==> src/rtl/nhe_pkg.sv <==
// Shared types and constants for the n-gram hash embedding id block.
// No dependencies; imported by every module of the block.
package nhe_pkg;

    localparam int HEADS = 8;
    localparam int HEAD_W = 3;

    // Item kinds
    localparam logic [1:0] OP_TOKEN = 2'd0;
    localparam logic [1:0] OP_START = 2'd1;
    localparam logic [1:0] OP_LOAD  = 2'd2;

    // Configuration register indexes
    localparam logic [2:0] REG_MULT_CURRENT  = 3'd0;
    localparam logic [2:0] REG_MULT_PREVIOUS = 3'd1;
    localparam logic [2:0] REG_MULT_OLDER    = 3'd2;
    localparam logic [2:0] REG_EOS_TOKEN     = 3'd3;
    localparam logic [2:0] REG_HEADS_IN_USE  = 3'd4;
    localparam logic [2:0] REG_BIGRAM_HEADS  = 3'd5;

    // Queue entry between front and back; on a load, mix_bi carries the
    // modulus and mix_tri the row offset in their low 31 bits.
    typedef struct packed {
        logic              is_load;
        logic [63:0]       mix_bi;
        logic [63:0]       mix_tri;
        logic [HEAD_W-1:0] sel;
    } nhe_entry_t;

    // Head settings seen by the back end
    typedef struct packed {
        logic [3:0] heads_in_use;
        logic [3:0] bigram_heads;
    } nhe_head_cfg_t;

endpackage

==> src/rtl/ngram_hash_embedding_ids.sv <==
// Top level of the n-gram hash embedding id block: configuration registers
// and the front end, queue and back end. Uses nhe_pkg and all nhe_ modules.
//
// A token item gives one row id per head in use, in head order, with last
// set on the final one; start and load items give no result. The front end
// forms each token's mixes from six 31x32 partial products on one multiplier,
// then folds the last one and queues the item; a load item is queued as is.
// The back end works out each head's remainder one dividend bit a cycle;
// that bit-serial remainder unit sets the rate.
// A two-entry queue lets the front end take the next items meanwhile.
module ngram_hash_embedding_ids
    import nhe_pkg::*;
(
    input  logic               clk,
    input  logic               rst_n,
    input  logic               cfg_we,
    input  logic [2:0]         cfg_addr,
    input  logic [63:0]        cfg_data,
    input  logic               push,
    output logic               full,
    input  logic [1:0]         opcode,
    input  logic [30:0]        token,
    input  logic [30:0]        older_token,
    input  logic [2:0]         head_select,
    input  logic [30:0]        modulus,
    input  logic [30:0]        row_offset,
    output logic               empty,
    input  logic               pop,
    output logic [2:0]         head_index,
    output logic signed [31:0] head_id,
    output logic               last
);

    logic [63:0]   mult_current_reg;
    logic [63:0]   mult_previous_reg;
    logic [63:0]   mult_older_reg;
    logic [30:0]   eos_token_reg;
    nhe_head_cfg_t head_cfg_reg;

    logic          q_wr, q_full, q_rd, q_empty;
    nhe_entry_t    q_wdata, q_rdata;

    // Hold the configuration registers
    always_ff @(posedge clk or negedge rst_n)
    begin
        if (!rst_n)
        begin
            mult_current_reg          <= '0;
            mult_previous_reg         <= '0;
            mult_older_reg            <= '0;
            eos_token_reg             <= '0;
            head_cfg_reg.heads_in_use <= 4'd8;
            head_cfg_reg.bigram_heads <= 4'd4;
        end
        else if (cfg_we)
        begin
            case (cfg_addr)
                REG_MULT_CURRENT:  mult_current_reg <= cfg_data;
                REG_MULT_PREVIOUS: mult_previous_reg <= cfg_data;
                REG_MULT_OLDER:    mult_older_reg <= cfg_data;
                REG_EOS_TOKEN:     eos_token_reg <= cfg_data[30:0];
                REG_HEADS_IN_USE:  head_cfg_reg.heads_in_use <= cfg_data[3:0];
                REG_BIGRAM_HEADS:  head_cfg_reg.bigram_heads <= cfg_data[3:0];
                default:           eos_token_reg <= eos_token_reg;
            endcase
        end
    end

    nhe_front u_front (
        .clk           (clk),
        .rst_n         (rst_n),
        .push          (push),
        .full          (full),
        .opcode        (opcode),
        .token         (token),
        .older_token   (older_token),
        .head_select   (head_select),
        .modulus       (modulus),
        .row_offset    (row_offset),
        .mult_current  (mult_current_reg),
        .mult_previous (mult_previous_reg),
        .mult_older    (mult_older_reg),
        .eos_token     (eos_token_reg),
        .q_wr          (q_wr),
        .q_data        (q_wdata),
        .q_full        (q_full)
    );

    nhe_fifo u_fifo (
        .clk     (clk),
        .rst_n   (rst_n),
        .wr      (q_wr),
        .wr_data (q_wdata),
        .full    (q_full),
        .rd      (q_rd),
        .rd_data (q_rdata),
        .empty   (q_empty)
    );

    nhe_back u_back (
        .clk        (clk),
        .rst_n      (rst_n),
        .q_data     (q_rdata),
        .q_empty    (q_empty),
        .q_rd       (q_rd),
        .head_cfg   (head_cfg_reg),
        .empty      (empty),
        .pop        (pop),
        .head_index (head_index),
        .head_id    (head_id),
        .last       (last)
    );

endmodule

==> src/rtl/nhe_fifo.sv <==
// Two-entry queue between the front and back ends.
// Depends on nhe_pkg for the entry type.
module nhe_fifo
    import nhe_pkg::*;
(
    input  logic       clk,
    input  logic       rst_n,
    input  logic       wr,
    input  nhe_entry_t wr_data,
    output logic       full,
    input  logic       rd,
    output nhe_entry_t rd_data,
    output logic       empty
);

    nhe_entry_t mem [2];
    logic       wr_ptr_reg, wr_ptr_next;
    logic       rd_ptr_reg, rd_ptr_next;
    logic [1:0] count_reg, count_next;

    assign full    = (count_reg == 2'd2);
    assign empty   = (count_reg == 2'd0);
    assign rd_data = mem[rd_ptr_reg];

    // Advance pointers and count
    always_comb
    begin
        wr_ptr_next = wr_ptr_reg;
        rd_ptr_next = rd_ptr_reg;
        count_next  = count_reg;
        if (wr && !full)
        begin
            wr_ptr_next = ~wr_ptr_reg;
        end
        if (rd && !empty)
        begin
            rd_ptr_next = ~rd_ptr_reg;
        end
        if ((wr && !full) && !(rd && !empty))
        begin
            count_next = count_reg + 2'd1;
        end
        else if (!(wr && !full) && (rd && !empty))
        begin
            count_next = count_reg - 2'd1;
        end
    end

    always_ff @(posedge clk or negedge rst_n)
    begin
        if (!rst_n)
        begin
            wr_ptr_reg <= 1'b0;
            rd_ptr_reg <= 1'b0;
            count_reg  <= 2'd0;
        end
        else
        begin
            wr_ptr_reg <= wr_ptr_next;
            rd_ptr_reg <= rd_ptr_next;
            count_reg  <= count_next;
        end
    end

    // Store the item
    always_ff @(posedge clk)
    begin
        if (wr && !full)
        begin
            mem[wr_ptr_reg] <= wr_data;
        end
    end

    a_count_range: assert property (@(posedge clk) disable iff (!rst_n)
        count_reg != 2'd3)
        else $error("queue count out of range");

endmodule

==> src/rtl/nhe_front.sv <==
// Front end: accepts items, keeps the token history and forms the 64-bit
// bigram and trigram mixes with one shared 31x32 multiplier. Uses nhe_pkg.
module nhe_front
    import nhe_pkg::*;
(
    input  logic        clk,
    input  logic        rst_n,
    input  logic        push,
    output logic        full,
    input  logic [1:0]  opcode,
    input  logic [30:0] token,
    input  logic [30:0] older_token,
    input  logic [2:0]  head_select,
    input  logic [30:0] modulus,
    input  logic [30:0] row_offset,
    input  logic [63:0] mult_current,
    input  logic [63:0] mult_previous,
    input  logic [63:0] mult_older,
    input  logic [30:0] eos_token,
    output logic        q_wr,
    output nhe_entry_t  q_data,
    input  logic        q_full
);

    typedef enum logic [1:0] {F_IDLE, F_MUL, F_PUSH} state_t;

    state_t      state_reg;
    logic [30:0] prev_reg, two_back_reg;
    logic [30:0] tok_reg, y1_reg, y2_reg;
    logic [2:0]  step_reg;
    logic [62:0] prod_reg;
    logic [62:0] lo_reg;
    nhe_entry_t  entry_reg;

    logic [30:0] op_a;
    logic [31:0] op_b;
    logic [2:0]  k;
    logic [63:0] part;

    assign full   = (state_reg != F_IDLE);
    assign q_wr   = (state_reg == F_PUSH);
    assign q_data = entry_reg;
    assign k      = step_reg - 3'd1;
    assign part   = {1'b0, lo_reg} + {prod_reg[31:0], 32'h0};

    // Pick the multiplier operands for this step: low then high half
    always_comb
    begin
        case (step_reg[2:1])
            2'd0: begin op_a = tok_reg; op_b = step_reg[0] ? mult_current[63:32]
                                                           : mult_current[31:0]; end
            2'd1: begin op_a = y1_reg;  op_b = step_reg[0] ? mult_previous[63:32]
                                                           : mult_previous[31:0]; end
            2'd2: begin op_a = y2_reg;  op_b = step_reg[0] ? mult_older[63:32]
                                                           : mult_older[31:0]; end
            default: begin op_a = '0; op_b = '0; end
        endcase
    end

    always_ff @(posedge clk or negedge rst_n)
    begin
        if (!rst_n)
        begin
            state_reg    <= F_IDLE;
            prev_reg     <= '0;
            two_back_reg <= '0;
            step_reg     <= '0;
        end
        else
        begin
            case (state_reg)
                F_IDLE:
                begin
                    if (push)
                    begin
                        case (opcode)
                            OP_TOKEN:
                            begin
                                // Hold the three tokens, shift the history
                                tok_reg      <= token;
                                y1_reg       <= prev_reg;
                                y2_reg       <= (prev_reg == eos_token) ? eos_token
                                                                        : two_back_reg;
                                two_back_reg <= prev_reg;
                                prev_reg     <= token;
                                step_reg     <= '0;
                                state_reg    <= F_MUL;
                            end
                            OP_START:
                            begin
                                prev_reg     <= token;
                                two_back_reg <= older_token;
                            end
                            OP_LOAD:
                            begin
                                entry_reg.is_load <= 1'b1;
                                entry_reg.mix_bi  <= {33'h0, modulus};
                                entry_reg.mix_tri <= {33'h0, row_offset};
                                entry_reg.sel     <= head_select;
                                state_reg         <= F_PUSH;
                            end
                            default:
                            begin
                                state_reg <= F_IDLE;
                            end
                        endcase
                    end
                end
                F_MUL:
                begin
                    prod_reg <= op_a * op_b;
                    step_reg <= step_reg + 3'd1;
                    // Fold the previous step's partial product into the mixes
                    if (step_reg != 3'd0)
                    begin
                        case (k)
                            3'd1: entry_reg.mix_bi  <= part;
                            3'd3: entry_reg.mix_bi  <= entry_reg.mix_bi ^ part;
                            3'd5: entry_reg.mix_tri <= entry_reg.mix_bi ^ part;
                            default: lo_reg <= prod_reg;
                        endcase
                    end
                    if (step_reg == 3'd6)
                    begin
                        entry_reg.is_load <= 1'b0;
                        entry_reg.sel     <= '0;
                        state_reg         <= F_PUSH;
                    end
                end
                F_PUSH:
                begin
                    if (!q_full)
                    begin
                        state_reg <= F_IDLE;
                    end
                end
                default:
                begin
                    state_reg <= F_IDLE;
                end
            endcase
        end
    end

    a_step_range: assert property (@(posedge clk) disable iff (!rst_n)
        state_reg == F_MUL |-> step_reg <= 3'd6)
        else $error("multiply step out of range");

endmodule

==> src/rtl/nhe_back.sv <==
// Back end: holds the head tables and works out one row id per head with a
// bit-serial signed remainder unit and an output register. Uses nhe_pkg.
module nhe_back
    import nhe_pkg::*;
(
    input  logic               clk,
    input  logic               rst_n,
    input  nhe_entry_t         q_data,
    input  logic               q_empty,
    output logic               q_rd,
    input  nhe_head_cfg_t      head_cfg,
    output logic               empty,
    input  logic               pop,
    output logic [HEAD_W-1:0]  head_index,
    output logic signed [31:0] head_id,
    output logic               last
);

    typedef enum logic [1:0] {B_IDLE, B_DIV, B_FIN} state_t;

    state_t            state_reg;
    logic [30:0]       mod_tab [HEADS];
    logic [30:0]       off_tab [HEADS];
    nhe_entry_t        job_reg;
    logic [3:0]        n_reg;
    logic [HEAD_W-1:0] head_reg;
    logic [5:0]        cnt_reg;
    logic [63:0]       dvd_reg;
    logic [31:0]       rem_reg;
    logic              neg_reg;
    logic              out_valid_reg;
    logic [HEAD_W-1:0] out_head_reg;
    logic [31:0]       out_id_reg;
    logic              out_last_reg;

    logic [3:0]        n_use;
    logic [63:0]       mix_sel;
    logic [63:0]       mag;
    logic [31:0]       m_ext;
    logic [31:0]       trial;
    logic [31:0]       rem_step;
    logic [31:0]       r_fix;
    logic              is_last;
    logic              out_free;
    logic [HEAD_W-1:0] head_first;

    assign empty      = !out_valid_reg;
    assign head_index = out_head_reg;
    assign head_id    = out_id_reg;
    assign last       = out_last_reg;
    assign q_rd       = (state_reg == B_IDLE) && !q_empty;
    assign out_free   = !out_valid_reg || pop;
    assign head_first = '0;

    // Clamp the head count to the number of heads built
    assign n_use = (head_cfg.heads_in_use > 4'(HEADS)) ? 4'(HEADS)
                                                      : head_cfg.heads_in_use;

    // Pick the bigram or trigram mix for a head and take its magnitude
    function automatic logic [63:0] pick_mix(input nhe_entry_t e, input logic [HEAD_W-1:0] h,
                                             input logic [3:0] hpn);
        pick_mix = ({1'b0, h} >= hpn) ? e.mix_tri : e.mix_bi;
    endfunction

    assign mix_sel = pick_mix(q_rd ? q_data : job_reg,
                              q_rd ? head_first : head_reg + HEAD_W'(1),
                              head_cfg.bigram_heads);
    assign mag     = mix_sel[63] ? (~mix_sel + 64'd1) : mix_sel;

    // One restoring remainder step
    assign m_ext    = {1'b0, mod_tab[head_reg]};
    assign trial    = {rem_reg[30:0], dvd_reg[63]};
    assign rem_step = (trial >= m_ext) ? trial - m_ext : trial;

    // Fold the remainder back for a negative mix
    assign r_fix   = (m_ext == 32'h0) ? 32'h0
                   : (neg_reg && rem_reg != 32'h0) ? m_ext - rem_reg : rem_reg;
    assign is_last = ({1'b0, head_reg} + 4'd1 == n_reg);

    always_ff @(posedge clk or negedge rst_n)
    begin
        if (!rst_n)
        begin
            state_reg     <= B_IDLE;
            out_valid_reg <= 1'b0;
            head_reg      <= '0;
            cnt_reg       <= '0;
            n_reg         <= '0;
        end
        else
        begin
            // Drop the taken item unless a new one replaces it
            if (pop && out_valid_reg && state_reg != B_FIN)
            begin
                out_valid_reg <= 1'b0;
            end
            case (state_reg)
                B_IDLE:
                begin
                    if (!q_empty && !q_data.is_load && n_use != 4'd0)
                    begin
                        job_reg   <= q_data;
                        n_reg     <= n_use;
                        head_reg  <= '0;
                        dvd_reg   <= mag;
                        neg_reg   <= mix_sel[63];
                        rem_reg   <= '0;
                        cnt_reg   <= '0;
                        state_reg <= B_DIV;
                    end
                end
                B_DIV:
                begin
                    // Shift in one dividend bit a cycle
                    rem_reg <= rem_step;
                    dvd_reg <= {dvd_reg[62:0], 1'b0};
                    cnt_reg <= cnt_reg + 6'd1;
                    if (cnt_reg == 6'd63)
                    begin
                        state_reg <= B_FIN;
                    end
                end
                B_FIN:
                begin
                    if (out_free)
                    begin
                        out_valid_reg <= 1'b1;
                        out_head_reg  <= head_reg;
                        out_id_reg    <= r_fix + {1'b0, off_tab[head_reg]};
                        out_last_reg  <= is_last;
                        if (is_last)
                        begin
                            state_reg <= B_IDLE;
                        end
                        else
                        begin
                            head_reg  <= head_reg + HEAD_W'(1);
                            dvd_reg   <= mag;
                            neg_reg   <= mix_sel[63];
                            rem_reg   <= '0;
                            cnt_reg   <= '0;
                            state_reg <= B_DIV;
                        end
                    end
                    else if (pop && out_valid_reg)
                    begin
                        out_valid_reg <= 1'b0;
                    end
                end
                default:
                begin
                    state_reg <= B_IDLE;
                end
            endcase
        end
    end

    // Write a head's table entry on a load item
    always_ff @(posedge clk)
    begin
        if (q_rd && q_data.is_load)
        begin
            mod_tab[q_data.sel] <= q_data.mix_bi[30:0];
            off_tab[q_data.sel] <= q_data.mix_tri[30:0];
        end
    end

    a_head_in_range: assert property (@(posedge clk) disable iff (!rst_n)
        state_reg != B_IDLE |-> {1'b0, head_reg} < n_reg)
        else $error("head beyond heads in use");

    a_no_overwrite: assert property (@(posedge clk) disable iff (!rst_n)
        out_valid_reg && !pop |=> out_valid_reg && $stable(out_id_reg))
        else $error("waiting result overwritten");

    a_fin_after_div: assert property (@(posedge clk) disable iff (!rst_n)
        state_reg == B_DIV && cnt_reg == 6'd63 |=> state_reg == B_FIN)
        else $error("remainder unit missed its finish");

endmodule
==> config.mk <==
export PLATFORM = sky130hd
export DESIGN_NAME = ngram_hash_embedding_ids
export DESIGN_NICKNAME = d
export VERILOG_FILES = /design/src/rtl/nhe_pkg.sv /design/src/rtl/ngram_hash_embedding_ids.sv /design/src/rtl/nhe_fifo.sv /design/src/rtl/nhe_front.sv /design/src/rtl/nhe_back.sv
export SDC_FILE = /design/constraint.sdc
export NUM_CORES = 2
export LEC_CHECK = 0
export BUFFER_PORTS_ARGS = -buffer_cell sky130_fd_sc_hd__buf_2
export CAP_MARGIN = 40
export CORE_UTILIZATION = 64
export DETAILED_ROUTE_END_ITERATION = 10
export GPL_TIMING_DRIVEN = 0
export HOLD_SLACK_MARGIN = 0.12
export PLACE_DENSITY_LB_ADDON = 0.3
export RECOVER_POWER = 50
export SLEW_MARGIN = 20
export SYNTH_ARGS = -nofsm -noshare
export SYNTH_HDL_FRONTEND = slang
export SYNTH_SLANG_ARGS = --single-unit
==> constraint.sdc <==
create_clock -name clk -period 10.6 [get_ports clk]
set_input_delay 1.59 -clock clk [delete_from_list [all_inputs] [get_ports clk]]
set_output_delay 1.59 -clock clk [all_outputs]
set_load 0.02 [all_outputs]
==> results.tsv <==
stage	metric	value	unit
synth	ys_async_sr_fraction	18.8	%
worst_setup_path	critPathSlowestCell	fa_1	
synth	ys_ff_latch	1690	
sta	slew-limit-headroom	-208	%
route	viasPerCell	6.59	
floorplanning	dieArea	0.169	mm2
synth	synth.distinct_cells	87	
placed_design	portBuffers	238	
worst_setup_path	crit_top_cell	fa_1	
sta	setup-violations-final	0	
cells_and_area	fin_nets	10900	
worst_setup_path	cp-end-kind	register	
sta	worst_slew_pin_slew	4620	ps
synth	netlist_instances	8791	
floorplanning	fp.coreArea	0.166	mm2
global_routing	grt_pass1_wl	516000	um
floorplanning	rows	149	
route	drt-wirelength-per-cell	30.6	um
placed_design	place_ws	-2250	ps
cells_and_area	area_growth	12.1	%
synth	yosysTopAreaCellShare	38.4	%
clock_tree	clkSlewWorstSetupHoldPaths	70	ps
cells_and_area	largestRegisters	u_fifo.mem: 264 flops, u_back.mod_tab: 248 flops, u_back.off_tab: 248 flops	
cells_and_area	final_common_cell	edfxtp_1	
worst_setup_path	cp-start-kind	register	
sta	fin_ws	54.3	ps
synth	synthTopCellsByArea	edfxtp_1 38%, fa_1 16%, dfrtp_1 7.4%	
synth	synth_fp_nets	10300	
global_routing	antenna_found_initial	19	
hold_path	holdCritPathClass	register to register	
synth	synth_top_family_by_area	adder cells	
route	drtPass1Iterations	7	
clock_tree	clock_latency	880	ps
route	ant_nets	0	
route	drc	0	
route	vias	77400	
synth	synth.avg_cell_area	12.2	um2
synth	syn_area	0.107	mm2
route	finalWirelength	359000	um
synth	synthFlopType	edfxtp_1	
worst_setup_path	required	11200	ps
worst_setup_path	worst_ep_arrival_time	11150	ps
synth	synth_compound_area_share	6.32	%
synth	synth_edf_count	1372	
global_routing	overflow	0	
synth	synth-simple-area-share	8.48	%
synth	synth_xor_area_share	3.19	%
synth	yosys.area.top_type	edfxtp_1	
floorplanning	die_w	411	um
floorplanning	dieHeight	411	um
run	drv_cap	7	
synth	synth_mux_area_share	10.4	%
placed_design	gp_congestion	1.10	
cells_and_area	largest_register_ffs	264	
sta	max_freq	0.0948	GHz
clock_tree	clock-sinks	1690	
floorplanning	initial_core_util	64.8	%
sta	holdWs	406	ps
synth	yosys_warnings	0	
synth	synth_fa_ha_area_share	20.8	%
clock_tree	cts_root_buf	clkbuf_16	
sta	tns	0	ps
placed_design	hpwl	273000	um
sta	finClkSkew	75.4	ps
cells_and_area	nFillCells	10900	
sta	fin_crit_sh	99.5	%
global_routing	grtUsageTotal	42.9	%
clock_tree	cts_tree	done	
sta	hold_viol_final	0	
clock_tree	cts_buffers	169	
global_routing	grt_max_degree	95	
route	drt_iter0_drc	9545	
worst_setup_path	cp_slowest_stage_delay	690	ps
clock_tree	h-tree-depth	4	
sta	min_period	10550	ps
sta	report.final.slew_viol_count	348	
global_routing	grt_pass1_vias	78000	
outcome	outcome	complete, but fails checks	
clock_tree	cts_buffer_depth	3	
cells_and_area	mostFrequentLayoutCells	1372 x edfxtp_1, 967 x inv_1, 869 x fa_1, 864 x nand2_1, 852 x nor2_1	
worst_setup_path	crit_path_max_fanout	10	
clock_tree	hold_buffers	0	
cells_and_area	top_register	u_fifo.mem	
synth	yosysSeqAreaShare	45.9	%
cells_and_area	drive_above_1_share	16.2	%
outcome	violations	capacitance limit, slew limit	
floorplanning	io_pins	239	
worst_setup_path	setup.worst_path.class	register to register	
==> metal layers <==
layer  wire length, um  share of wire, %  GRT usage [%]  up-vias
li1                  -                 -              -    31400
met1            117000                33           49.7    38300
met2            159000                44           65.0     5824
met3             42700                12           13.0     1837
met4             40400                11           37.7       12
met5               100             0.028              0        -
==> repair_timing <==
action	4_1_cts	5_1_grt
gates resized for setup	152	188
endpoints found under the setup margin	70	27
pin swaps	5	12
buffers inserted	6	18
endpoints found under the hold margin	0	0
==> cell type report <==
class	count	area, um2	share of cell area [%]
buffer	407	1810	1.50
clock buffer	217	4510	3.75
antenna	19	47.5	0.0396
multi-input combinational	5708	53400	44.4
sequential	1690	49200	40.9
timing repair buffer	449	3830	3.19
tap	2189	2740	2.28
clock inverter	94	1060	0.881
inverter	968	3630	3.02
==> metrics by stage <==
stage	instance area, um2	std cells	util (%)
2_1_floorplan	107000	8791	-
3_3_place_gp	111000	11200	67.1
3_5_place_dp	114000	11400	68.8
4_1_cts	120000	11700	72.3
5_1_grt	120000	11700	72.6
6_report	120000	11700	72.6
==> synth_stat cells (40+ instances only) <==
| master | count |
|---|---|
| a21o_1 | 103 |
| a21oi_1 | 290 |
| a31oi_1 | 43 |
| buf_1 | 44 |
| clkbuf_1 | 350 |
| dfrtp_1 | 316 |
| edfxtp_1 | 1372 |
| fa_1 | 870 |
| ha_1 | 393 |
| inv_1 | 967 |
| mux2_2 | 489 |
| mux2i_1 | 149 |
| mux4_2 | 183 |
| nand2_1 | 864 |
| nand3_1 | 48 |
| nand4_1 | 40 |
| nor2_1 | 860 |
| nor3_1 | 97 |
| o21a_1 | 82 |
| o21ai_0 | 283 |
| o21ai_1 | 51 |
| xnor2_1 | 221 |
| xor2_1 | 170 |
==> worst paths after layout <==
path,to,slack (ps),cells after the start,startpoint
hold / removal,u_front.lo_reg[34]$_DFFE_PP_,410,0,u_front.prod_reg[34]$_DFFE_PP_
hold reg to reg,u_front.lo_reg[34]$_DFFE_PP_,410,0,u_front.prod_reg[34]$_DFFE_PP_
setup / recovery,u_front.prod_reg[59]$_DFFE_PP_,50,33,u_front.step_reg[2]$_DFFE_PN0P_
setup reg to reg,u_front.prod_reg[59]$_DFFE_PP_,50,33,u_front.step_reg[2]$_DFFE_PN0P_
min in group asynchronous,mult_current_reg[40]$_DFFE_PN0P_,2390,1,rst_n
max in group asynchronous,u_front.step_reg[1]$_DFFE_PN0P_,3410,4,rst_n
==> worst max-delay path: cells and delay by family (launching register included) <==
| family | cells | cell delay [ps] |
|---|---|---|
| buffers and inverters | 11 | 2000 |
| multiplexers | 1 | 230 |
| adder cells (fa/ha/maj) | 9 | 4530 |
| AND/OR/NAND/NOR | 3 | 360 |
| flip-flops | 1 | 490 |
| AO/OA/AOI/OAI | 9 | 2690 |
==> cells by family after synthesis <==
| group | count (synthesis) |
|---|---|
| flops | 1690 |
| fa+ha+maj | 1263 |
| buf+inv | 1393 |
| simple gates | 2144 |
| compound gates | 1089 |
| xor+xnor | 391 |
| mux | 821 |
Power is left out: the tool's default activity adds up to more than one toggle a clock period on the data nets, which glitch-free logic cannot reach.
